==> src/sv/prq_pkg.sv <==
// Package for the priority ready queue: sizes, operation and status codes,
// request and response structs, cell control and link types. No dependencies.
package prq_pkg;

	localparam int QUEUE_DEPTH = 16;
	localparam int PRIO_WIDTH  = 8;
	localparam int ID_W        = 4;
	localparam int PRIO_IN_W   = 8;
	localparam int OCC_W       = 5;
	localparam int CNT_W       = $clog2(QUEUE_DEPTH + 1);

	typedef enum logic [1:0] {
		FN_INSERT = 2'd0,
		FN_PEEK   = 2'd1,
		FN_POP    = 2'd2,
		FN_REMOVE = 2'd3
	} func_t;

	typedef enum logic [1:0] {
		ST_OK        = 2'd0,
		ST_EMPTY     = 2'd1,
		ST_NOT_FOUND = 2'd2,
		ST_FULL      = 2'd3
	} status_t;

	typedef struct packed {
		func_t                 func;
		logic [ID_W-1:0]       proc_id;
		logic [PRIO_IN_W-1:0]  prio_in;
	} req_t;

	typedef struct packed {
		status_t               status;
		logic [ID_W-1:0]       out_id;
		logic [PRIO_IN_W-1:0]  out_prio;
		logic                  is_empty;
		logic [OCC_W-1:0]      occupancy;
	} rsp_t;

	// One stored entry of the queue.
	typedef struct packed {
		logic [ID_W-1:0]       id;
		logic [PRIO_WIDTH-1:0] prio;
	} entry_t;

	// Broadcast from the top level to every cell.
	typedef struct packed {
		logic                  exec;
		func_t                 func;
		logic [ID_W-1:0]       pid;
		logic [PRIO_WIDTH-1:0] prio;
	} ctrl_t;

	// Flags handed from a cell to the next one toward the tail.
	typedef struct packed {
		logic ins;   // insert point is at or before this cell
		logic seen;  // id match at or before this cell
	} link_t;

endpackage

==> src/sv/priority_ready_queue_unit.sv <==
// Priority ready queue top level: request/response handshakes, entry count
// and a chain of prq_cell slots. Depends on prq_pkg and prq_cell.
//
//   channel | direction | handshake          | payload
//   --------+-----------+--------------------+---------------------------------
//   req     | in        | req_valid/req_stall | func, proc_id, prio_in
//   rsp     | out       | rsp_valid/rsp_stall | status, out_id, out_prio,
//           |           |                    | is_empty, occupancy
//
// A request is registered on acceptance; then the whole chain of cells
// updates together and the response is registered.
// A new request is accepted only after the held one has executed.
// req_stall is high while a request is held; execution waits only while the
// response register is full and stalled.
// Reset clears the count and the valid flags; cell contents stay undefined.
module priority_ready_queue_unit
	import prq_pkg::*;
(
	input  logic clk,
	input  logic arst_n,
	input  logic req_valid,
	output logic req_stall,
	input  req_t req,
	output logic rsp_valid,
	input  logic rsp_stall,
	output rsp_t rsp
);

	req_t             req_s1;
	logic             req_valid_s1;
	logic [CNT_W-1:0] count_q;
	rsp_t             rsp_q;
	logic             rsp_valid_q;

	logic             exec;
	logic             full;
	logic             empty;
	ctrl_t            ctrl;

	entry_t           ents  [QUEUE_DEPTH];
	link_t            links [QUEUE_DEPTH];
	logic             hits  [QUEUE_DEPTH];

	entry_t           sel_ent;
	rsp_t             rsp_d;
	logic [CNT_W-1:0] count_d;

	// A held request executes as soon as the response register can take it.
	assign exec      = req_valid_s1 && (!rsp_valid_q || !rsp_stall);
	assign req_stall = req_valid_s1;
	assign rsp_valid = rsp_valid_q;
	assign rsp       = rsp_q;

	assign full  = (count_q == CNT_W'(QUEUE_DEPTH));
	assign empty = (count_q == '0);

	// Refused inserts must not move the chain.
	assign ctrl.exec = exec && !((req_s1.func == FN_INSERT) && full);
	assign ctrl.func = req_s1.func;
	assign ctrl.pid  = req_s1.proc_id;
	assign ctrl.prio = PRIO_WIDTH'(req_s1.prio_in);

	// Cell 0 is the head. Insert shifts toward the tail from the insert point;
	// removals shift toward the head from the removed slot on.
	for (genvar k = 0; k < QUEUE_DEPTH; k++) begin : g_cell
		entry_t prv_ent;
		link_t  prv_link;
		entry_t nxt_ent;

		if (k == 0) begin : g_head
			assign prv_ent  = '{id: ctrl.pid, prio: ctrl.prio};
			assign prv_link = '0;
		end else begin : g_mid
			assign prv_ent  = ents[k-1];
			assign prv_link = links[k-1];
		end

		if (k == QUEUE_DEPTH - 1) begin : g_tail
			assign nxt_ent = '0;
		end else begin : g_body
			assign nxt_ent = ents[k+1];
		end

		prq_cell u_cell (
			.clk      (clk),
			.ctrl     (ctrl),
			.occ      (CNT_W'(k) < count_q),
			.prv_ent  (prv_ent),
			.prv_link (prv_link),
			.nxt_ent  (nxt_ent),
			.ent      (ents[k]),
			.link     (links[k]),
			.hit      (hits[k])
		);
	end

	// At most one cell reports the first id match.
	always_comb begin
		sel_ent = '0;
		for (int i = 0; i < QUEUE_DEPTH; i++) begin
			if (hits[i]) begin
				sel_ent = sel_ent | ents[i];
			end
		end
	end

	always_comb begin
		rsp_d   = '0;
		count_d = count_q;
		if (req_s1.func == FN_INSERT) begin
			if (full) begin
				rsp_d.status = ST_FULL;
			end else begin
				rsp_d.status   = ST_OK;
				rsp_d.out_id   = req_s1.proc_id;
				rsp_d.out_prio = PRIO_IN_W'(ctrl.prio);
				count_d        = count_q + CNT_W'(1);
			end
		end else if (empty) begin
			rsp_d.status = ST_EMPTY;
		end else begin
			unique case (req_s1.func)
				FN_PEEK, FN_POP: begin
					rsp_d.status   = ST_OK;
					rsp_d.out_id   = ents[0].id;
					rsp_d.out_prio = PRIO_IN_W'(ents[0].prio);
					if (req_s1.func == FN_POP) begin
						count_d = count_q - CNT_W'(1);
					end
				end
				FN_REMOVE: begin
					if (links[QUEUE_DEPTH-1].seen) begin
						rsp_d.status   = ST_OK;
						rsp_d.out_id   = sel_ent.id;
						rsp_d.out_prio = PRIO_IN_W'(sel_ent.prio);
						count_d        = count_q - CNT_W'(1);
					end else begin
						rsp_d.status = ST_NOT_FOUND;
					end
				end
				default: begin
					rsp_d.status = ST_OK;
				end
			endcase
		end
		rsp_d.is_empty  = (count_d == '0);
		rsp_d.occupancy = OCC_W'(count_d);
	end

	always_ff @(posedge clk or negedge arst_n) begin
		if (!arst_n) begin
			req_valid_s1 <= 1'b0;
			count_q      <= '0;
			rsp_valid_q  <= 1'b0;
		end else begin
			if (req_valid && !req_stall) begin
				req_valid_s1 <= 1'b1;
			end else if (exec) begin
				req_valid_s1 <= 1'b0;
			end
			if (exec) begin
				count_q     <= count_d;
				rsp_valid_q <= 1'b1;
			end else if (!rsp_stall) begin
				rsp_valid_q <= 1'b0;
			end
		end
	end

	always_ff @(posedge clk) begin
		if (req_valid && !req_stall) begin
			req_s1 <= req;
		end
		if (exec) begin
			rsp_q <= rsp_d;
		end
	end

endmodule

==> src/sv/prq_cell.sv <==
// One slot of the sorted queue: holds an entry, compares it against the
// broadcast request and shifts toward head or tail. Depends on prq_pkg.
module prq_cell
	import prq_pkg::*;
(
	input  logic   clk,
	input  ctrl_t  ctrl,
	input  logic   occ,
	input  entry_t prv_ent,
	input  link_t  prv_link,
	input  entry_t nxt_ent,
	output entry_t ent,
	output link_t  link,
	output logic   hit
);

	entry_t ent_q;
	logic   match;

	assign match     = occ && (ent_q.id == ctrl.pid);
	assign link.ins  = !occ || (ent_q.prio <= ctrl.prio);
	assign link.seen = prv_link.seen | match;
	assign hit       = match & ~prv_link.seen;
	assign ent       = ent_q;

	always_ff @(posedge clk) begin
		if (ctrl.exec) begin
			unique case (ctrl.func)
				FN_INSERT: begin
					if (link.ins) begin
						if (prv_link.ins) begin
							ent_q <= prv_ent;
						end else begin
							ent_q <= '{id: ctrl.pid, prio: ctrl.prio};
						end
					end
				end
				FN_POP: begin
					ent_q <= nxt_ent;
				end
				FN_REMOVE: begin
					if (link.seen) begin
						ent_q <= nxt_ent;
					end
				end
				FN_PEEK: begin
				end
				default: begin
				end
			endcase
		end
	end

endmodule
==> config.mk <==
export PLATFORM = sky130hd
export DESIGN_NAME = priority_ready_queue_unit
export DESIGN_NICKNAME = d
export VERILOG_FILES = /design/src/sv/prq_pkg.sv /design/src/sv/priority_ready_queue_unit.sv /design/src/sv/prq_cell.sv
export SDC_FILE = /design/constraint.sdc
export NUM_CORES = 1
export LEC_CHECK = 0
export BUFFER_PORTS_ARGS = -buffer_cell sky130_fd_sc_hd__buf_2
export CORE_AREA = 2 2 181 183
export DETAILED_ROUTE_END_ITERATION = 10
export DIE_AREA = 0 0 183 185
export PLACE_DENSITY = 0.74
export SYNTH_ARGS = -nofsm -noshare
export SYNTH_HDL_FRONTEND = slang
export SYNTH_HIERARCHICAL = 1
export SYNTH_SLANG_ARGS = --single-unit
export TNS_END_PERCENT = 5
==> constraint.sdc <==
create_clock -name clk -period 14.6 [get_ports clk]
set_input_delay 0 -clock clk [delete_from_list [all_inputs] [get_ports clk]]
set_output_delay 0 -clock clk [all_outputs]
set_load 0.02 [all_outputs]
==> flow_summary.yaml, run 1 <==
sta:
  totalNegativeSetupSlack_ps: 0
  finalHoldViolations: 0
  timing.hold.ws_ps: 153.2
  final_period_demand_of_the_worst_path_ps: 7617
  drv_slew: 0
  fin_worst_skew_ps: 12.63
  headroom_to_the_max_slew_limit_pct: 15.44
  setup_viol: 0
  fin_crit_sh_pct: 52.17
  rsz0062_at_grt: "false"
  worst_pin_slew_ps: 1264
  fmax_ghz: 0.1313
pwr:
  power.share.clock_pct: 18.8
  share_seq_of_total_power_pct: 41.4
  share_of_power_burned_in_combinational_logic_pct: 39.9
  p_sw_share_pct: 44.48
  power.static_leakage_nw: 8.687
  p_int_mw: 1.969
  power_switching_mw: 1.578
  ir_worst_vdd_v: 0.0001128
  powerDensity_nw_per_um2: 186.5
cts:
  number_of_buffers_between_clock_root_and_the_deepest_sink: 3
  clk_transition_reported_paths_ps: 60
  cts_htree_levels: 1
  clk_latency_ps: 560
  cts_buffers: 27
  numClockSinks: 233
  clock_tree.root_cell: "clkbuf_16"
  cts_tree: "yes"
setup_path:
  critPathSlowestCell: "dfrtp_1"
  worst_r2r_startpoint: "count_q[4]$_DFFE_PN0P_"
  worst-r2r-setup-slack_ps: 6980
  critical_path_class: "flop to flop"
  crit_path_start_kind: "flop"
  cp_common_cell: "or2b_1"
  worst_ep_arrival_time_ps: 7920
  critical_path_sink_type: "flop"
  critical-path-max-stage-delay_ps: 680
  rr_endpoint: "rsp[5]$_DFFE_PP_"
  critical_path_depth: 26
  cp_max_fo: 18
  worst-r2r-cell-count: 26
  buf_inv_stages_crit_path: 1
  launching_instance_or_port_of_the_critical_path: "count_q[4]$_DFFE_PN0P_"
  worst-endpoint-required_ps: 14900
  critPathTopFamily: "simple AND/OR/NAND/NOR gates"
  cp-endpoint: "rsp[5]$_DFFE_PP_"
floorplanning:
  die_width_um: 183
  initial_utilization_pct: 54.20
  placement_rows: 66
  num_io_pins: 40
  die_area_um2: 33860
  fp.coreArea_um2: 32040
  die_h_um: 185
synth:
  ys_ff_latch: 233
  yosysTopAreaCell: "edfxtp_1"
  post_synth_edffs: 226
  synthDominantCellAreaShare_pct: 39.08
  most_area_consuming_cells_after_synthesis: "edfxtp_1, mux2i_1, ha_1, o21ai_0, nand2_1"
  yosysUniqueCellTypes: 53
  synthFlopType: "edfxtp_1"
  synthCells: 1740
  synthArstFlopShare_pct: 3.004
  netlist_area_um2: 17370
  synth_sequential_area_ratio_pct: 40.09
  number_of_warnings_reported_in_the_yosys_synthesis_log: 6
  synth_area_per_cell_um2: 9.980
drt:
  wire_length_per_cell_after_detailed_routing_um: 28.99
  drc: 0
  final_antenna_net_count: 0
  detailedRoute.firstIterationViolations: 2207
  wl_met1_um: 25300
  dr_wl_met3_um: 7291
  top_layer: "met5"
  detail_route.first_pass.iterations: 8
  dr_total_vias: 15129
  viasPerCell: 6.806
  wl_met2_um: 28370
  drt_wl_total_um: 64440
grt:
  grt_antenna_before_repair: 4
  via_count_of_the_first_global_routing_pass: 14256
  grt_pass1_wl_um: 93140
  global_route.overflow_total: 0
  largest_net_degree_at_the_start_of_global_routing: 111
  grt.total_usage_pct: 37.61
placed_design:
  gp_congestion: 0.9917
  numPortBuffers: 39
  place_hpwl_um: 43770
finish:
  drive_gt1_share_pct: 8.485
  nets: 1948
  postLayoutCoreUtil_pct: 59.35
  antennaDiodeCount: 0
  syn2layout_area_growth_pct: 9.503
run_status:
  outcome: "finished, final reports clean"
hold_path:
  hold_path_class: "primary input to flop"
flow_run:
  max-cap-violations: 0
==> cells by family after synthesis <==
group,after synthesis,share of synthesized area [%]
compound gates,454,18.14
xor+xnor,68,3.430
fa+ha+maj,134,9.655
buf+inv,216,5.137
flops,233,40.09
mux,195,11.26
other cells,1,0.02159
simple gates,439,12.27
==> worst min-delay path by stage <==
stage / startpoint / end / cells after the start
detailed placement: arst_n / req_stall$_DFFE_PN0P_ / 1
CTS: req[13] / ctrl[13]$_DFFE_PP_ / 2
global placement: arst_n / rsp_valid$_DFFE_PN0P_ / 1
floorplan: arst_n / count_q[0]$_DFFE_PN0P_ / 0
global route: req[3] / ctrl[3]$_DFFE_PP_ / 2
finish: req[9] / ctrl[9]$_DFFE_PP_ / 2
==> Yosys cell counts (all sizes together) (16+ instances only) <==
library cell,n
a21oi,53
a221oi,48
a22o,61
buf,32
clkbuf,45
edfxtp,226
ha,134
inv,139
mux2i,192
nand2,238
nand2b,21
nand3,33
nand3b,16
nand4,45
nor2,28
nor2b,19
nor3,17
o2111a,16
o2111ai,17
o211ai,16
o21a,16
o21ai,200
or2b,16
xnor2,20
xor2,48
==> metal layers <==
| metal | global-route usage [%] | vias to the layer above |
|---|---|---|
| li1 | - | 6616 |
| met1 | 50.86 | 7291 |
| met2 | 57.41 | 1005 |
| met3 | 8.199 | 211 |
| met4 | 18.37 | 6 |
| met5 | 0 | - |
==> registers in the layout, summed over array words and instances, names as in the netlist <==
register,cells
count_q,5
ctrl,14
g_cell.u_cell/ent,192
req_stall,1
rsp,20
rsp_valid,1
==> power by group through the flow <==
stage | Sequential, mW | Combinational, mW | Clock [mW]
floorplan | 1.28 | 0.959 | 0
global placement | 1.45 | 1.31 | 0
detailed placement | 1.45 | 1.37 | 0
CTS | 1.44 | 1.38 | 0.665
global route | 1.46 | 1.54 | 0.693
finish | 1.47 | 1.41 | 0.666
==> area by class of cell <==
| class | instances | area, um2 |
|---|---|---|
| fill | 2726 | 13030 |
| multi-input combinational | 1308 | 9582 |
| sequential | 233 | 6962 |
| tap | 408 | 510.5 |
| timing repair buffer | 87 | 600.6 |
| clock inverter | 9 | 78.83 |
| inverter | 139 | 521.8 |
| clock buffer | 39 | 760.7 |
==> what timing repair did <==
item / 4_1_cts / 5_1_grt
gates resized for setup: 0 / 0
endpoints found under the hold margin: 25 / 0
setup buffers: 0 / 0
hold buffers: 18 / 0
==> placed cells by master (no fill, tap or decap), types with 17 or more instances in the layout <==
cell type,count
buf_4,30
nor3_1,17
inv_1,139
nand2_1,222
nor2b_1,19
xor2_1,48
conb_1,18
ha_1,134
buf_2,39
nor2_1,27
clkbuf_16,27
nand4_1,45
o21ai_0,198
a221oi_1,48
dlygate4sd3_1,18
a22o_1,61
nand2b_1,21
edfxtp_1,226
xnor2_1,20
mux2i_1,192
a21oi_1,53
nand3_1,33
==> per-stage QoR <==
step / instance area (um2) / std cells / power (mW) / worst slack [ps]
5_1_grt: 19020 / 2223 / 3.694 / 6731
2_1_floorplan: 17430 / 1757 / 2.243 / 8264
4_1_cts: 19020 / 2223 / 3.482 / 7218
6_report: 19020 / 2223 / 3.547 / 6983
3_5_place_dp: 18000 / 2157 / 2.819 / 7276
3_3_place_gp: 18000 / 2157 / 2.755 / 7313
Note: power is estimated with default switching activity, not from simulation.
==> run 2, diff against run 1 <==
Settings changed: PLACE_DENSITY 0.74 to 0.77.
Clock period 14.6 ns to 6.15 ns, I/O delays scaled along.
==> flow_summary.yaml, run 2 (synthesis results as in run 1) <==
setup_path:
  worst-endpoint-required_ps: 6520
  critical-path-max-stage-delay_ps: 380
  critPathSlowestCell: "dfrtp_1"
  crit_path_start_kind: "flop"
  worst_r2r_startpoint: "count_q[4]$_DFFE_PN0P_"
  worst-r2r-setup-slack_ps: -40
  critical_path_class: "flop to flop"
  critical_path_depth: 26
  buf_inv_stages_crit_path: 1
  critPathTopFamily: "simple AND/OR/NAND/NOR gates"
  cp_common_cell: "or2b_1"
  rr_endpoint: "rsp[5]$_DFFE_PP_"
  worst_ep_arrival_time_ps: 6560
  critical_path_sink_type: "flop"
  cp_max_fo: 5
  worst-r2r-cell-count: 26
finish:
  design_area_um2: 19470
  most_frequent_standard_cell_in_the_layout_excluding_fill_and_tap_cells: "edfxtp_1"
  largest_register_ffs: 192
  layout_common_cells: "edfxtp_1, nand2_1, o21ai_0"
  antennaDiodeCount: 0
  drive_gt1_share_pct: 11.74
  nets: 1999
  syn2layout_area_growth_pct: 12.13
  filler_cell_count: 2641
sta:
  headroom_to_the_max_slew_limit_pct: 9.941
  drv_slew: 0
  rsz0062_at_grt: "true"
  timing.hold.ws_ps: 184.2
  worst_pin_slew_ps: 1351
  finalHoldViolations: 0
  final.setup.worst_slack_ps: -39.52
  fin_worst_skew_ps: 18.27
  fin_crit_sh_pct: 100.6
  setup_viol: 2
  fmax_ghz: 0.1616
  final_period_demand_of_the_worst_path_ps: 6190
drt:
  final_antenna_net_count: 0
  wire_length_per_cell_after_detailed_routing_um: 27.87
  drc: 0
  drt_wl_total_um: 63380
  detailedRoute.firstIterationViolations: 2671
  detail_route.first_pass.iterations: 6
  viasPerCell: 6.821
  dr_total_vias: 15510
cts:
  numClockSinks: 233
  cts_htree_levels: 1
  clk_latency_ps: 550
  cts_tree: "yes"
  clock_tree.root_cell: "clkbuf_16"
  clk_transition_reported_paths_ps: 60
  cts_buffers: 27
  number_of_buffers_between_clock_root_and_the_deepest_sink: 3
placed_design:
  place_hpwl_um: 44040
  gp_congestion: 1.018
  pre_cts_slack_ps: -138.9
  post_dp_cell_area_um2: 18360
  numPortBuffers: 39
grt:
  grt_pass1_wl_um: 92450
  global_route.overflow_total: 0
  via_count_of_the_first_global_routing_pass: 14693
  largest_net_degree_at_the_start_of_global_routing: 137
  grt_antenna_before_repair: 2
  grt.total_usage_pct: 36.82
hold_path:
  worst_hold_startpoint: "req[1]"
  hold_path_class: "primary input to flop"
  hold_path_depth: 2
  worst_hold_path_endpoint: "ctrl[1]$_DFFE_PP_"
run_status:
  outcome: "finished, violations left"
  failing_checks: "setup timing"
pwr:
  powerDensity_nw_per_um2: 441.1
  power.share.clock_pct: 17.6
  p_int_mw: 4.794
  share_seq_of_total_power_pct: 39.6
  power.static_leakage_nw: 8.935
  p_sw_share_pct: 44.18
  share_of_power_burned_in_combinational_logic_pct: 42.8
  ir_worst_vdd_v: 0.0002573
  power_switching_mw: 3.794
floorplanning:
  num_io_pins: 40
  placement_rows: 66
  die_h_um: 185
  fp.coreArea_um2: 32040
  die_area_um2: 33860
  initial_utilization_pct: 54.20
  die_width_um: 183
flow_run:
  max-cap-violations: 0
## run 2: power by group through the flow
stage / logic (mW) / registers, mW / clock network (mW)
finish: 3.67 / 3.40 / 1.51
CTS: 3.51 / 3.32 / 1.50
detailed placement: 3.47 / 3.35 / 0
global placement: 3.29 / 3.35 / 0
floorplan: 2.29 / 3.05 / 0
global route: 3.98 / 3.38 / 1.56
## run 2: layout make-up
type | count | area [um2] | share of cell area, %
clock inverters | 14 | 101.3 | 0.5205
repair buffers | 138 | 991.0 | 5.089
multi-input cells | 1308 | 9683 | 49.73
flip-flops and latches | 233 | 6962 | 35.75
inverters | 139 | 521.8 | 2.680
well taps | 408 | 510.5 | 2.622
clock buffers | 34 | 701.9 | 3.605
## run 2: metrics by stage
stage | util [%] | TNS, ps | std cells | power [mW]
2_1_floorplan | - | -27.20 | 1757 | 5.335
3_3_place_gp | 57.29 | -67.10 | 2202 | 6.639
3_5_place_dp | 57.29 | -714.3 | 2202 | 6.814
4_1_cts | 60.41 | 0 | 2268 | 8.332
5_1_grt | 60.77 | -1912 | 2274 | 8.925
6_report | 60.77 | -54.61 | 2274 | 8.588
## run 2: layer usage
layer	global-route usage (%)	wire, um	up-vias	part of all wire (%)
met5	0	20	-	0.032
met2	56.52	27950	1094	44
met1	49.49	24160	7479	38
met4	17.86	3341	4	5.3
met3	8.199	7910	209	12
li1	-	-	6724	-
## run 2: what timing repair did
item | 4_1_cts | 5_1_grt
pin swaps | 1 | 11
gates resized for setup | 5 | 14
endpoints found under the hold margin | 25 | 0
hold buffers | 18 | 0
setup buffers | 0 | 6
setup endpoints to repair | 12 | 24
## run 2: worst max-delay path by stage
stage | start | slack, ps | endpoint
final | count_q[4]$_DFFE_PN0P_ | -40 | rsp[5]$_DFFE_PP_
after global routing | count_q[4]$_DFFE_PN0P_ | -310 | rsp[5]$_DFFE_PP_
after CTS | count_q[3]$_DFFE_PN0P_ | 3 | rsp[5]$_DFFE_PP_
after detailed placement | count_q[3]$_DFFE_PN0P_ | -140 | rsp[5]$_DFFE_PP_
after global placement | count_q[3]$_DFFE_PN0P_ | -60 | rsp[5]$_DFFE_PP_
after floorplan | ctrl[11]$_DFFE_PP_ | -30 | rsp[5]$_DFFE_PP_
